===== src/hdl/swst_pkg.sv =====
// Shared types, constants and codes for the sliding window sequence tracker.
`default_nettype none
package swst_pkg;

  localparam int WINDOW    = 128;
  localparam int SEQ_BITS  = 8;
  localparam int SLOT_BITS = $clog2(WINDOW);
  localparam int ADV_BITS  = $clog2(WINDOW + 1);
  localparam int SEQ_MASK  = (1 << SEQ_BITS) - 1;
  localparam int LIMIT     = (WINDOW < SEQ_MASK) ? WINDOW : SEQ_MASK;

  // run scan chunk: the map is walked this many bits per cycle
  localparam int SCAN_W    = 16;
  localparam int SCAN_BITS = $clog2(SCAN_W + 1);

  localparam logic [SEQ_BITS:0] WIN_CMP   = (SEQ_BITS + 1)'(WINDOW);
  localparam logic [SEQ_BITS:0] LIMIT_CMP = (SEQ_BITS + 1)'(LIMIT);

  localparam logic [1:0] OP_ENQUEUE  = 2'd0;
  localparam logic [1:0] OP_TRANSMIT = 2'd1;
  localparam logic [1:0] OP_RECEIVE  = 2'd2;
  localparam logic [1:0] OP_CONSUME  = 2'd3;

  localparam logic [1:0] ST_DONE   = 2'd0;
  localparam logic [1:0] ST_EMPTY  = 2'd1;
  localparam logic [1:0] ST_REJECT = 2'd2;

  typedef struct packed {
    logic [1:0]          op;
    logic [SEQ_BITS-1:0] frame_seq;
    logic [SEQ_BITS-1:0] frame_ack;
    logic                frame_ok;
  } req_t;

  typedef struct packed {
    logic [1:0]           status;
    logic [SEQ_BITS-1:0]  seq_out;
    logic [SLOT_BITS-1:0] slot_out;
    logic [SEQ_BITS-1:0]  ack_out;
    logic [ADV_BITS-1:0]  advanced;
    logic [SEQ_BITS-1:0]  in_flight;
    logic [SEQ_BITS-1:0]  unprocessed;
  } rsp_t;

  typedef struct packed {
    logic accept;
    logic scan;
    logic load;
  } cmd_t;

  typedef struct packed {
    logic need_scan;
    logic scan_done;
  } stat_t;

endpackage
`default_nettype wire


===== src/hdl/swst_ctrl.sv =====
// Control state machine: sequences accept, run scan and result hand-off.
`default_nettype none
module swst_ctrl (
  input  wire logic           clk,
  input  wire logic           rst,
  input  wire logic           req_valid,
  output logic                req_stall,
  output logic                rsp_valid,
  input  wire logic           rsp_stall,
  output swst_pkg::cmd_t      cmd,
  input  wire swst_pkg::stat_t stat
);

  typedef enum logic [2:0] {
    S_IDLE = 3'b001,
    S_SCAN = 3'b010,
    S_FIN  = 3'b100
  } state_t;

  state_t state, state_next;
  logic   rsp_valid_next;

  always_comb begin
    cmd.accept = (state == S_IDLE) && req_valid;
    cmd.scan   = (state == S_SCAN);
    cmd.load   = (state == S_FIN) && (!rsp_valid || !rsp_stall);
    req_stall  = (state != S_IDLE);
  end

  always_comb begin
    state_next = state;
    unique case (state)
      S_IDLE: begin
        if (cmd.accept) begin
          state_next = stat.need_scan ? S_SCAN : S_FIN;
        end
      end
      S_SCAN: begin
        if (stat.scan_done) begin
          state_next = S_FIN;
        end
      end
      S_FIN: begin
        if (cmd.load) begin
          state_next = S_IDLE;
        end
      end
      default: state_next = S_IDLE;
    endcase
  end

  always_comb begin
    rsp_valid_next = rsp_valid;
    if (cmd.load) begin
      rsp_valid_next = 1'b1;
    end else if (!rsp_stall) begin
      rsp_valid_next = 1'b0;
    end
  end

  always_ff @(posedge clk) begin
    if (rst) begin
      state     <= S_IDLE;
      rsp_valid <= 1'b0;
    end else begin
      state     <= state_next;
      rsp_valid <= rsp_valid_next;
    end
  end

endmodule
`default_nettype wire


===== src/hdl/swst_dp.sv =====
// Datapath: sequence counters, arrival bitmap, run scanner and result register.
`default_nettype none
module swst_dp (
  input  wire logic            clk,
  input  wire logic            rst,
  input  wire swst_pkg::req_t  req,
  output swst_pkg::rsp_t       rsp,
  input  wire swst_pkg::cmd_t  cmd,
  output swst_pkg::stat_t      stat
);

  localparam int SB = swst_pkg::SEQ_BITS;
  localparam int LB = swst_pkg::SLOT_BITS;
  localparam int AB = swst_pkg::ADV_BITS;
  localparam int W  = swst_pkg::WINDOW;
  localparam int CW = swst_pkg::SCAN_W;
  localparam int CB = swst_pkg::SCAN_BITS;

  logic [SB-1:0] next_own_seq, next_to_send, last_acked, expected_seq, consumed_seq;
  logic [W-1:0]  arrival_map;
  logic [1:0]    status;
  logic [SB-1:0] seq;
  logic [AB-1:0] adv;

  // step decision
  logic [SB-1:0] own_gap, send_gap, ack_gap, rx_gap, seq_gap;
  logic          full_send, none_send, rx_full, ack_bad, seq_in_win;
  logic          reject;
  logic          need_scan;
  logic [1:0]    status_next;
  logic [SB-1:0] seq_next;

  always_comb begin
    own_gap    = next_own_seq - last_acked;
    send_gap   = next_to_send - last_acked;
    ack_gap    = req.frame_ack - last_acked;
    rx_gap     = expected_seq - consumed_seq;
    seq_gap    = req.frame_seq - expected_seq;
    full_send  = {1'b0, own_gap} >= swst_pkg::LIMIT_CMP;
    none_send  = (next_own_seq == next_to_send) || ({1'b0, send_gap} >= swst_pkg::WIN_CMP);
    rx_full    = {1'b0, rx_gap} >= swst_pkg::WIN_CMP;
    ack_bad    = {1'b0, ack_gap} >= swst_pkg::WIN_CMP;
    seq_in_win = {1'b0, seq_gap} < swst_pkg::WIN_CMP;
    reject     = rx_full || !req.frame_ok || ack_bad;

    status_next = swst_pkg::ST_DONE;
    seq_next    = '0;
    unique case (req.op)
      swst_pkg::OP_ENQUEUE: begin
        if (full_send) status_next = swst_pkg::ST_EMPTY;
        else           seq_next    = next_own_seq;
      end
      swst_pkg::OP_TRANSMIT: begin
        if (none_send) status_next = swst_pkg::ST_EMPTY;
        else           seq_next    = next_to_send;
      end
      swst_pkg::OP_RECEIVE: begin
        if (reject) status_next = swst_pkg::ST_REJECT;
        else        seq_next    = req.frame_seq;
      end
      swst_pkg::OP_CONSUME: begin
        if (rx_gap == '0) status_next = swst_pkg::ST_EMPTY;
        else              seq_next    = consumed_seq;
      end
      default: status_next = swst_pkg::ST_EMPTY;
    endcase

    need_scan = (req.op == swst_pkg::OP_RECEIVE) && !reject && seq_in_win;
  end

  // run scanner: count trailing ones of the low chunk
  logic [CW-1:0] chunk;
  logic          chunk_full;
  logic [CB-1:0] chunk_ones, step;

  always_comb begin
    chunk      = arrival_map[CW-1:0];
    chunk_full = &chunk;
    chunk_ones = '0;
    for (int i = CW - 1; i >= 0; i--) begin
      if (!chunk[i]) chunk_ones = CB'(i);
    end
    step = chunk_full ? CB'(CW) : chunk_ones;
  end

  always_comb begin
    stat.need_scan = need_scan;
    stat.scan_done = !chunk_full;
  end

  always_ff @(posedge clk) begin
    if (rst) begin
      next_own_seq <= '0;
      next_to_send <= '0;
      last_acked   <= '0;
      expected_seq <= '0;
      consumed_seq <= '0;
      arrival_map  <= '0;
    end else if (cmd.accept) begin
      if (status_next == swst_pkg::ST_DONE) begin
        unique case (req.op)
          swst_pkg::OP_ENQUEUE:  next_own_seq <= next_own_seq + 1'b1;
          swst_pkg::OP_TRANSMIT: next_to_send <= next_to_send + 1'b1;
          swst_pkg::OP_RECEIVE: begin
            last_acked <= req.frame_ack;
            if (seq_in_win) arrival_map[seq_gap[LB-1:0]] <= 1'b1;
          end
          swst_pkg::OP_CONSUME:  consumed_seq <= consumed_seq + 1'b1;
          default: ;
        endcase
      end
    end else if (cmd.scan) begin
      arrival_map  <= arrival_map >> step;
      expected_seq <= expected_seq + SB'(step);
    end
  end

  always_ff @(posedge clk) begin
    if (cmd.accept) begin
      status <= status_next;
      seq    <= seq_next;
      adv    <= '0;
    end else if (cmd.scan) begin
      adv <= adv + AB'(step);
    end
  end

  // result register: hold until taken
  always_ff @(posedge clk) begin
    if (cmd.load) begin
      rsp.status      <= status;
      rsp.seq_out     <= seq;
      rsp.slot_out    <= seq[LB-1:0];
      rsp.ack_out     <= expected_seq;
      rsp.advanced    <= adv;
      rsp.in_flight   <= own_gap;
      rsp.unprocessed <= rx_gap;
    end
  end

endmodule
`default_nettype wire


===== src/hdl/sliding_window_seq_tracker.sv =====
// Top level of the sliding window sequence tracker.
// Sequence bookkeeping for a selective-repeat link with 8-bit sequence
// numbers and a 128-entry window. Each request beat (enqueue, transmit,
// frame received, consume) yields exactly one response beat with the
// status, the sequence number and slot involved, the current ack, how far
// the expected number moved, and the in-flight and unprocessed counts.
// Every item goes from accept straight to the result hand-off, except an
// accepted in-window received frame, which first walks the arrival bitmap
// 16 bits per cycle until the walk meets a zero bit. The
// next request is taken once the previous response sits in the output
// register, even while that response is stalled; a finished result that
// finds that register still held waits until that response is taken.
`default_nettype none
module sliding_window_seq_tracker (
  input  wire logic           clk,
  input  wire logic           rst,
  input  wire logic           req_valid,
  output logic                req_stall,
  input  wire swst_pkg::req_t req,
  output logic                rsp_valid,
  input  wire logic           rsp_stall,
  output swst_pkg::rsp_t      rsp
);

  swst_pkg::cmd_t  cmd;
  swst_pkg::stat_t stat;

  swst_ctrl u_ctrl (
    .clk       (clk),
    .rst       (rst),
    .req_valid (req_valid),
    .req_stall (req_stall),
    .rsp_valid (rsp_valid),
    .rsp_stall (rsp_stall),
    .cmd       (cmd),
    .stat      (stat)
  );

  swst_dp u_dp (
    .clk  (clk),
    .rst  (rst),
    .req  (req),
    .rsp  (rsp),
    .cmd  (cmd),
    .stat (stat)
  );

endmodule
`default_nettype wire


===== config.mk =====
export PLATFORM = sky130hd
export DESIGN_NAME = sliding_window_seq_tracker
export DESIGN_NICKNAME = d
export VERILOG_FILES = /design/src/hdl/swst_pkg.sv /design/src/hdl/swst_ctrl.sv /design/src/hdl/swst_dp.sv /design/src/hdl/sliding_window_seq_tracker.sv
export SDC_FILE = /design/constraint.sdc
export NUM_CORES = 1
export LEC_CHECK = 0
export ABC_AREA = 1
export BUFFER_PORTS_ARGS = -buffer_cell sky130_fd_sc_hd__buf_2
export CORE_MARGIN = 3
export CORE_UTILIZATION = 31
export CTS_BUF_LIST = sky130_fd_sc_hd__clkbuf_2 sky130_fd_sc_hd__clkbuf_4 sky130_fd_sc_hd__clkbuf_8
export CTS_CLUSTER_SIZE = 30
export DETAILED_ROUTE_END_ITERATION = 8
export GPL_TIMING_DRIVEN = 0
export MAX_ROUTING_LAYER = met4
export PLACE_DENSITY = 0.43
export RECOVER_POWER = 25
export SETUP_SLACK_MARGIN = 0.4
export SYNTH_ARGS = -nofsm -noshare
export SYNTH_HDL_FRONTEND = slang
export SYNTH_HIERARCHICAL = 1
export SYNTH_SLANG_ARGS = --single-unit
export TNS_END_PERCENT = 30

===== constraint.sdc =====
create_clock -name clk -period 3.54 [get_ports clk]
set_input_delay 0.354 -clock clk [delete_from_list [all_inputs] [get_ports clk]]
set_output_delay 0.354 -clock clk [all_outputs]
set_load 0.02 [all_outputs]

==> results of run 1 <==
==> repair_timing <==
action,4_1_cts,5_1_grt
gates cloned,4,3
hold buffers,9,0
gates resized for setup,255,252
hold endpoints to repair,8,0
setup endpoints to repair,165,162
pin swaps,16,35
setup buffers,25,26
==> critical path: cells and delay by family (launching register included) <==
kind / cells / cell delay [ps]
DFF: 1 / 360
adders and majority gates: 2 / 620
and+or+nand+nor: 8 / 1150
AOI/OAI and AO/OA: 3 / 440
buffers and inverters: 4 / 480
xor gates and xnor gates: 1 / 180
==> logic make-up after synthesis <==
kind of cell / after synthesis
compound gates: 427
flops: 232
xor+xnor: 40
buf+inv: 634
simple gates: 2018
fa+ha+maj: 52
==> per-stage QoR <==
| stage | utilization, % | hold slack (ps) | area, sq um | worst slack, ps | power (uW) |
|---|---|---|---|---|---|
| final | 38.5 | 51.0 | 24900 | 286 | 8840 |
| after floorplan | - | 400 | 20400 | 662 | 4490 |
| after CTS | 37.1 | 4.08 | 24000 | 317 | 8810 |
| after detailed placement | 33.7 | 405 | 21800 | -1420 | 5390 |
| after global routing | 38.5 | 39.8 | 24900 | 143 | 9260 |
| after global placement | 33.7 | 401 | 21800 | -1270 | 5380 |
==> sequential cells by signal, indices dropped and copies added, names as in the netlist <==
signal             cells
u_dp/arrival_map     128
u_dp/rsp              42
u_dp/adv               8
u_dp/consumed_seq      8
u_dp/expected_seq      8
u_dp/last_acked        8
u_dp/next_own_seq      8
u_dp/next_to_send      8
u_dp/seq               8
u_ctrl/state           3
u_dp/status            2
u_ctrl/rsp_valid       1
==> placed cells by master (no fill, tap or decap), types with 5 or more instances in the layout <==
| master | n |
|---|---|
| a21oi_1 | 189 |
| buf_2 | 80 |
| nor2_1 | 206 |
| nand2_2 | 12 |
| dfxtp_2 | 10 |
| o21bai_1 | 5 |
| clkinv_2 | 7 |
| nand2_1 | 464 |
| dfxtp_4 | 7 |
| ha_1 | 38 |
| clkbuf_2 | 37 |
| inv_2 | 15 |
| inv_1 | 380 |
| o211ai_1 | 5 |
| o2111ai_1 | 5 |
| nand3_2 | 54 |
| buf_12 | 15 |
| buf_4 | 68 |
| buf_6 | 20 |
| dfxtp_1 | 163 |
| buf_1 | 7 |
| dlygate4sd3_1 | 9 |
| clkbuf_4 | 37 |
| o21ai_0 | 142 |
| nand4_1 | 14 |
| a21oi_2 | 11 |
| nand3_1 | 1175 |
| nor2_4 | 26 |
| o21ai_1 | 35 |
| ha_4 | 6 |
| nor3_1 | 17 |
| xor2_1 | 29 |
| clkinv_1 | 9 |
| xnor2_1 | 5 |
| edfxtp_1 | 52 |
| clkbuf_8 | 54 |
| a31oi_1 | 5 |
| clkbuf_1 | 101 |
| nor2_2 | 29 |
| o21ai_2 | 11 |
==> cell type report <==
class | count | share of cell area [%]
multi-input cells | 2537 | 54.3
flip-flops and latches | 232 | 20.9
inverters | 404 | 6.23
plain buffers | 229 | 5.93
well taps | 855 | 4.30
repair buffers | 141 | 4.11
clock buffers | 67 | 3.38
clock inverters | 20 | 0.754
repair inverters | 1 | 0.0654
diodes | 2 | 0.0201
==> final timing paths <==
kind / from / to / slack [ps] / depth (start not counted)
max: u_dp/expected_seq[0]$_SDFFE_PP0P_ / u_dp/arrival_map[83]$_SDFFE_PP0P_ / 290 / 18
min: req[7] / u_dp/last_acked[6]$_SDFFE_PP0P_ / 50 / 3
max reg2reg: u_dp/expected_seq[0]$_SDFFE_PP0P_ / u_dp/arrival_map[83]$_SDFFE_PP0P_ / 290 / 18
min reg2reg: u_dp/seq[2]$_DFFE_PP_ / u_dp/rsp[41]$_DFFE_PP_ / 420 / 0
==> power groups by stage <==
stage               Combinational [uW]  Clock [uW]  Sequential [uW]
floorplan                         1360           0             3130
global placement                  2210           0             3160
detailed placement                2230           0             3160
CTS                               2450        3250             3110
global route                      2780        3340             3130
finish                            2590        3130             3110
==> per-layer routing <==
layer / track usage, % / wire [microns]
met3: 6.04 / 10700
met4: 16.0 / 6680
met1: 42.4 / 48600
met2: 54.1 / 54000
met5: - / 0
==> metrics.csv, run 1 <==
stage;metric;value;unit
power_and_ir_drop;Pint;5420;uW
floorplanning;die area;68800;sq um
yosys;Synth Net Count;3478;
yosys;yosys warns;6;
yosys;top cells by count, synth;nand3_1, nand2_1, inv_1;
clocking;clk sink count;232;
global_routing;vias in the first global route;24300;
yosys;largest family of logic cells by synthesized area;simple AND/OR/NAND/NOR gates;
clocking;clk slew on worst S/H paths;60;ps
critical_path;most frequent CP cell;nor2_1;
timing;Final Hold Fails;0;
critical_path;Startpoint Class;flop;
yosys;register area share after synthesis;25.3;%
clocking;H-Tree Depth;2;
timing;Final setup viols;0;
floorplanning;initial core utilization;31.5;%
cells_and_area;Filler cells;7264;
yosys;compound-cell area share of the yosys netlist;11.1;%
route;DRC errors left;0;
cells_and_area;Final Non-Filler Cells;4488;
power_and_ir_drop;cell area power density;355;nW/um^2
clocking;Num CTS Buffers;47;
global_routing;first-pass GRT wire length;170;mm
yosys;Mean Syn Cell Area;5.99;sq um
critical_path;CP max-delay cell;fa_1;
global_routing;initial antenna violation count;3;
critical_path;Worst Path Required;4170;ps
route;drt pass-1 iters;6;
yosys;Synth Area in Adders;3.38;%
critical_path;CP cell instances;clkbuf_1 > ha_1 > inv_1 > fa_1 > a31oi_4 > nor2_1 > o21ai_1 > nand2_1 > xor2_4 > buf_12 > or2_4 > nor2_4 > a21oi_1 > nor2_1 > nor2_1 > nand3_1 > nand2_1 > inv_1;
route;Initial DRC Count;3219;
power_and_ir_drop;Sw Pwr;3420;uW
floorplanning;DIE HEIGHT;262;microns
route;routed wire length;120;mm
yosys;EDFF count, synth;52;
global_routing;gr usage total;34.2;%
floorplanning;core area;64700;sq um
placed_design;dpl hpwl;89.7;mm
cells_and_area;Nets;3668;
global_routing;largest net degree at the start of global routing;43;
critical_path;CP Max Fanout;8;
placed_design;GP Congestion;1.01;
floorplanning;Rows;93;
power_and_ir_drop;Seq pwr share;35.2;%
hold_path;Hold Path Class;input pin to flop;
critical_path;worst stage delay on the critical path;430;ps
timing;Max Slew Vio Count;0;
yosys;Syn Std Cell Area;20400;sq um
global_routing;GRT Residual Overflow;0;
timing;fin crit share;91.9;%
yosys;Synth area leader;nand3_1;
yosys;Top FF cell, synth;dfxtp_1;
yosys;Synth top area share;30.2;%
route;drt wl/cell;26.7;microns
timing;min Tclk post-route;3250;ps
yosys;mux contribution to synthesized area;0;%
critical_path;Arr. time, crit path;3880;ps
outcome;status;finished clean;
power_and_ir_drop;LEAKAGE;0.0111;uW
yosys;Gate Count Post-Synth;3403;
cells_and_area;layout cell share with drive strength beyond 1;15.3;%
power_and_ir_drop;Comb power frac;29.3;%
flow_run;Max-Cap Viols;0;
timing;upper clock frequency limit;0.307;GHz
yosys;count leader, synth;nand3_1;
clocking;Worst-Skew Late Latency;690;ps
cells_and_area;multi-input combinational cell area;13500;sq um
placed_design;Port Buffers;73;
timing;Worst Max-Slew Pin Slew;1280;ps
placed_design;Post-Place Cells;4333;
timing;Slew headroom;14.6;%
power_and_ir_drop;clock power share;35.4;%
yosys;#FFs+latches synth;232;
route;DRT antenna net count;0;
yosys;Simple-Gate Fraction of Synth Area;45.7;%
critical_path;WS Path Type;flop to flop;
power_and_ir_drop;Sw Share;38.7;%
clocking;Clock Tree Buf Depth;3;
timing;final setup TNS;0;ps
floorplanning;Top-Level Pins;74;
yosys;fraction of synthesized cell area in xor and xnor cells;1.85;%
timing;RSZ-0062 raised after global routing;true;
critical_path;CP Capture Type;flop;
cells_and_area;area grow syn2layout;22.1;%
clocking;root buf cell;clkbuf_8;
power_and_ir_drop;VDD IR max;0.315;mV
yosys;synth top area cells;nand3_1, dfxtp_1, nand2_1;
cells_and_area;FF/Latch Area;5200;sq um
yosys;asr flop ratio synth;0;%
timing;Max Clock Skew;57.1;ps
yosys;library cells used by synthesis;53;
floorplanning;Die W;262;microns
route;Vias per Instance;5.80;
route;vias;26000;
clocking;CTS tree;done;
No activity file was read; power rests on OpenSTA's default activity.
==> run 2: changes to the inputs <==
==> constraint.sdc (replaced) <==
create_clock -name clk -period 3.1 [get_ports clk]
set_input_delay 0.31 -clock clk [delete_from_list [all_inputs] [get_ports clk]]
set_output_delay 0.31 -clock clk [all_outputs]
set_load 0.02 [all_outputs]
==> run 2 against run 1 <==
The run now ends with setup timing left. Sequential share of layout area shrank 1.3 points. Critical path depth grew 3. Final cell count grew 1.0%. Critical path type unchanged. Critical endpoint is now u_dp/arrival_map[99]$_SDFFE_PP0P_. Largest cell class unchanged. Highest routed layer unchanged.
==> metrics.csv, run 2 (synthesis gave the netlist of run 1 again) <==
stage;metric;value;unit;change
critical_path;CP max-delay cell;fa_2;;
hold_path;WHS Endpoint;u_ctrl/state[0]$_SDFFE_PP1P_;;
placed_design;Post-Place Cells;4331;;-0.046%
power_and_ir_drop;VDD IR max;0.331;mV;+5.2%
floorplanning;DIE HEIGHT;262;microns;unchanged
power_and_ir_drop;Comb power frac;30.4;%;+1.1 points
route;vias;26500;;+1.8%
cells_and_area;area grow syn2layout;31.0;%;
route;DRC errors left;0;;unchanged
critical_path;r2r endpoint;u_dp/arrival_map[99]$_SDFFE_PP0P_;;
critical_path;Worst Path Required;3640;ps;-530 ps
cells_and_area;Final Core Density;41.2;%;+2.8 points
clocking;CTS tree;done;;
critical_path;CP cell instances;inv_4 > ha_4 > inv_2 > fa_2 > nand3_2 > nand2_2 > a21oi_2 > o21bai_2 > xnor2_2 > nand4_1 > nand4_4 > o21ai_4 > buf_12 > buf_16 > inv_16 > buf_16 > clkbuf_16 > nor2_2 > nand3_1 > nand2_1 > inv_1;;
clocking;clk sink count;232;;unchanged
outcome;status;finished with violations;;
power_and_ir_drop;Pint;6500;uW;+20%
power_and_ir_drop;Seq pwr share;33.8;%;-1.4 points
critical_path;Startpoint Class;flop;;
critical_path;origin of the critical flop-to-flop path;u_dp/expected_seq[0]$_SDFFE_PP0P_;;
global_routing;largest net degree at the start of global routing;43;;unchanged
timing;Slew headroom;12.1;%;-2.5 points
floorplanning;die area;68800;sq um;unchanged
hold_path;Hold Path Depth;4;;+1
power_and_ir_drop;LEAKAGE;0.0118;uW;+5.8%
route;Initial DRC Count;3108;;-3.4%
placed_design;GP Congestion;1.01;;-0.29%
global_routing;initial antenna violation count;4;;+1
critical_path;setup slack, reg-to-reg;-30;ps;-320 ps
timing;Final setup viols;7;;+7
floorplanning;Top-Level Pins;74;;unchanged
cells_and_area;most frequent cells in the layout;nand3_1, nand2_1, inv_1;;
clocking;Num CTS Buffers;48;;+2.1%
route;DRT antenna net count;0;;unchanged
power_and_ir_drop;cell area power density;396;nW/um^2;+11%
global_routing;vias in the first global route;25000;;+2.9%
timing;Worst Max-Slew Pin Slew;1320;ps;+37.7 ps
critical_path;most frequent CP cell;buf_16;;
route;routed wire length;123;mm;+2.2%
timing;fin crit share;101;%;+9.1 points
flow_run;Max-Cap Viols;0;;unchanged
timing;Final Hold Fails;0;;unchanged
hold_path;Hold Path Class;input pin to flop;;
clocking;Worst-Skew Late Latency;680;ps;about the same
global_routing;gr usage total;34.9;%;+0.72 points
critical_path;WS Path Type;flop to flop;;
global_routing;GRT Residual Overflow;0;;unchanged
critical_path;Arr. time, crit path;3670;ps;-210 ps
power_and_ir_drop;Pwr Total;10600;uW;+19%
clocking;clk slew on worst S/H paths;70;ps;about the same
timing;worst path setup slack after routing;-29.9;ps;-316 ps
hold_path;HP Start;req_valid;;
clocking;H-Tree Depth;2;;unchanged
power_and_ir_drop;clock power share;35.8;%;+0.4 points
cells_and_area;layout cell share with drive strength beyond 1;22.1;%;+6.8 points
clocking;root buf cell;clkbuf_8;;
floorplanning;initial core utilization;31.5;%;unchanged
placed_design;dpl hpwl;89.0;mm;-0.78%
global_routing;first-pass GRT wire length;174;mm;+2.1%
cells_and_area;Nets;3716;;+1.3%
cells_and_area;Final Non-Filler Cells;4535;;+1.0%
critical_path;r2r worst-path depth;21;;+3
cells_and_area;most common library cell in the layout ignoring fill and taps;nand3_1;;
floorplanning;Die W;262;microns;unchanged
power_and_ir_drop;Sw Share;38.4;%;-0.29 points
route;drt wl/cell;27.0;microns;+1.2%
timing;Max Clock Skew;57.5;ps;+0.388 ps
route;Vias per Instance;5.84;;+0.73%
outcome;violated checks;setup timing;;
critical_path;CP Capture Type;flop;;
power_and_ir_drop;Sw Pwr;4060;uW;+19%
timing;Max Slew Vio Count;0;;unchanged
timing;WHS;75.5;ps;+24.5 ps
timing;min Tclk post-route;3130;ps;-124 ps
placed_design;Port Buffers;73;;unchanged
timing;RSZ-0062 raised after global routing;true;;
clocking;Clock Tree Buf Depth;3;;unchanged
cells_and_area;max reg flops;128;;unchanged
floorplanning;core area;64700;sq um;unchanged
route;drt pass-1 iters;8;;+2
cells_and_area;Largest regs;u_dp/arrival_map (128), u_dp/rsp (42);;
cells_and_area;Filler cells;7003;;-3.6%
timing;upper clock frequency limit;0.319;GHz;+4.0%
critical_path;CP Max Fanout;6;;-2
cells_and_area;register with the most flip-flops;u_dp/arrival_map;;
floorplanning;Rows;93;;unchanged
timing;final setup TNS;-123;ps;-123 ps
critical_path;worst stage delay on the critical path;390;ps;-40 ps
==> run 2: through the flow <==
| stage | setup slack [ps] | cell area (sq um) |
|---|---|---|
| after global placement | -1370 | 21800 |
| after floorplan | 376 | 20400 |
| final | -29.9 | 26700 |
| after detailed placement | -1400 | 21900 |
| after CTS | 52.1 | 25500 |
| after global routing | -172 | 26700 |
==> run 2: what timing repair did <==
item,4_1_cts,5_1_grt
endpoints found under the hold margin,12,0
setup buffers,81,11
resized for setup,478,338
pin swaps,73,84
setup endpoints to repair,186,179
hold buffers,11,0
cloned,10,2
==> run 2: critical path: cells and delay by family, from the launching register on <==
family	cells	cell delay (ps)
flops	1	350
xor+xnor	1	150
simple gates	7	680
compound gates	3	410
fa+ha+maj	2	510
buf+inv	8	860
==> run 2: power by group through the flow <==
| stage | Sequential (uW) | Clock [uW] | Combinational [uW] |
|---|---|---|---|
| 2_1_floorplan | 3570 | 0 | 1550 |
| 3_3_place_gp | 3610 | 0 | 2530 |
| 3_5_place_dp | 3610 | 0 | 2530 |
| 4_1_cts | 3550 | 3910 | 2970 |
| 5_1_grt | 3590 | 4020 | 3420 |
| 6_report | 3570 | 3780 | 3210 |
==> run 2: layout make-up <==
| class | count | area (sq um) | share of cell area (%) |
|---|---|---|---|
| timing repair inverter | 1 | 20.0 | 0.0750 |
| inverter | 404 | 1560 | 5.86 |
| clock inverter | 16 | 220 | 0.825 |
| sequential | 232 | 5230 | 19.6 |
| buffer | 230 | 1770 | 6.64 |
| clock buffer | 68 | 842 | 3.16 |
| multi-input combinational | 2537 | 14300 | 53.8 |
| antenna | 5 | 12.5 | 0.0469 |
| timing repair buffer | 187 | 1620 | 6.05 |
| tap | 855 | 1070 | 4.01 |
==> run 2: routing by layer <==
metal / routed length (microns) / GRT usage (%)
met1: 49900 / 43.3
met2: 54800 / 54.2
met3: 10200 / 6.02
met4: 7740 / 18.7
met5: 0 / -
==> run 2: worst max-delay path by stage <==
| stage | start | end | slack [ps] | cells after the start |
|---|---|---|---|---|
| 6_report | u_dp/expected_seq[0]$_SDFFE_PP0P_ | u_dp/arrival_map[99]$_SDFFE_PP0P_ | -30 | 21 |
| 5_1_grt | u_dp/expected_seq[0]$_SDFFE_PP0P_ | u_dp/arrival_map[97]$_SDFFE_PP0P_ | -170 | 21 |
| 4_1_cts | u_dp/expected_seq[0]$_SDFFE_PP0P_ | u_dp/next_to_send[4]$_SDFFE_PP0P_ | 50 | 18 |
| 3_5_place_dp | u_dp/arrival_map[0]$_SDFFE_PP0P_ | u_dp/expected_seq[7]$_SDFFE_PP0P_ | -1400 | 17 |
| 3_3_place_gp | u_dp/expected_seq[1]$_SDFFE_PP0P_ | u_dp/arrival_map[49]$_SDFFE_PP0P_ | -1370 | 13 |
| 2_1_floorplan | u_dp/arrival_map[8]$_SDFFE_PP0P_ | u_dp/expected_seq[7]$_SDFFE_PP0P_ | 380 | 20 |
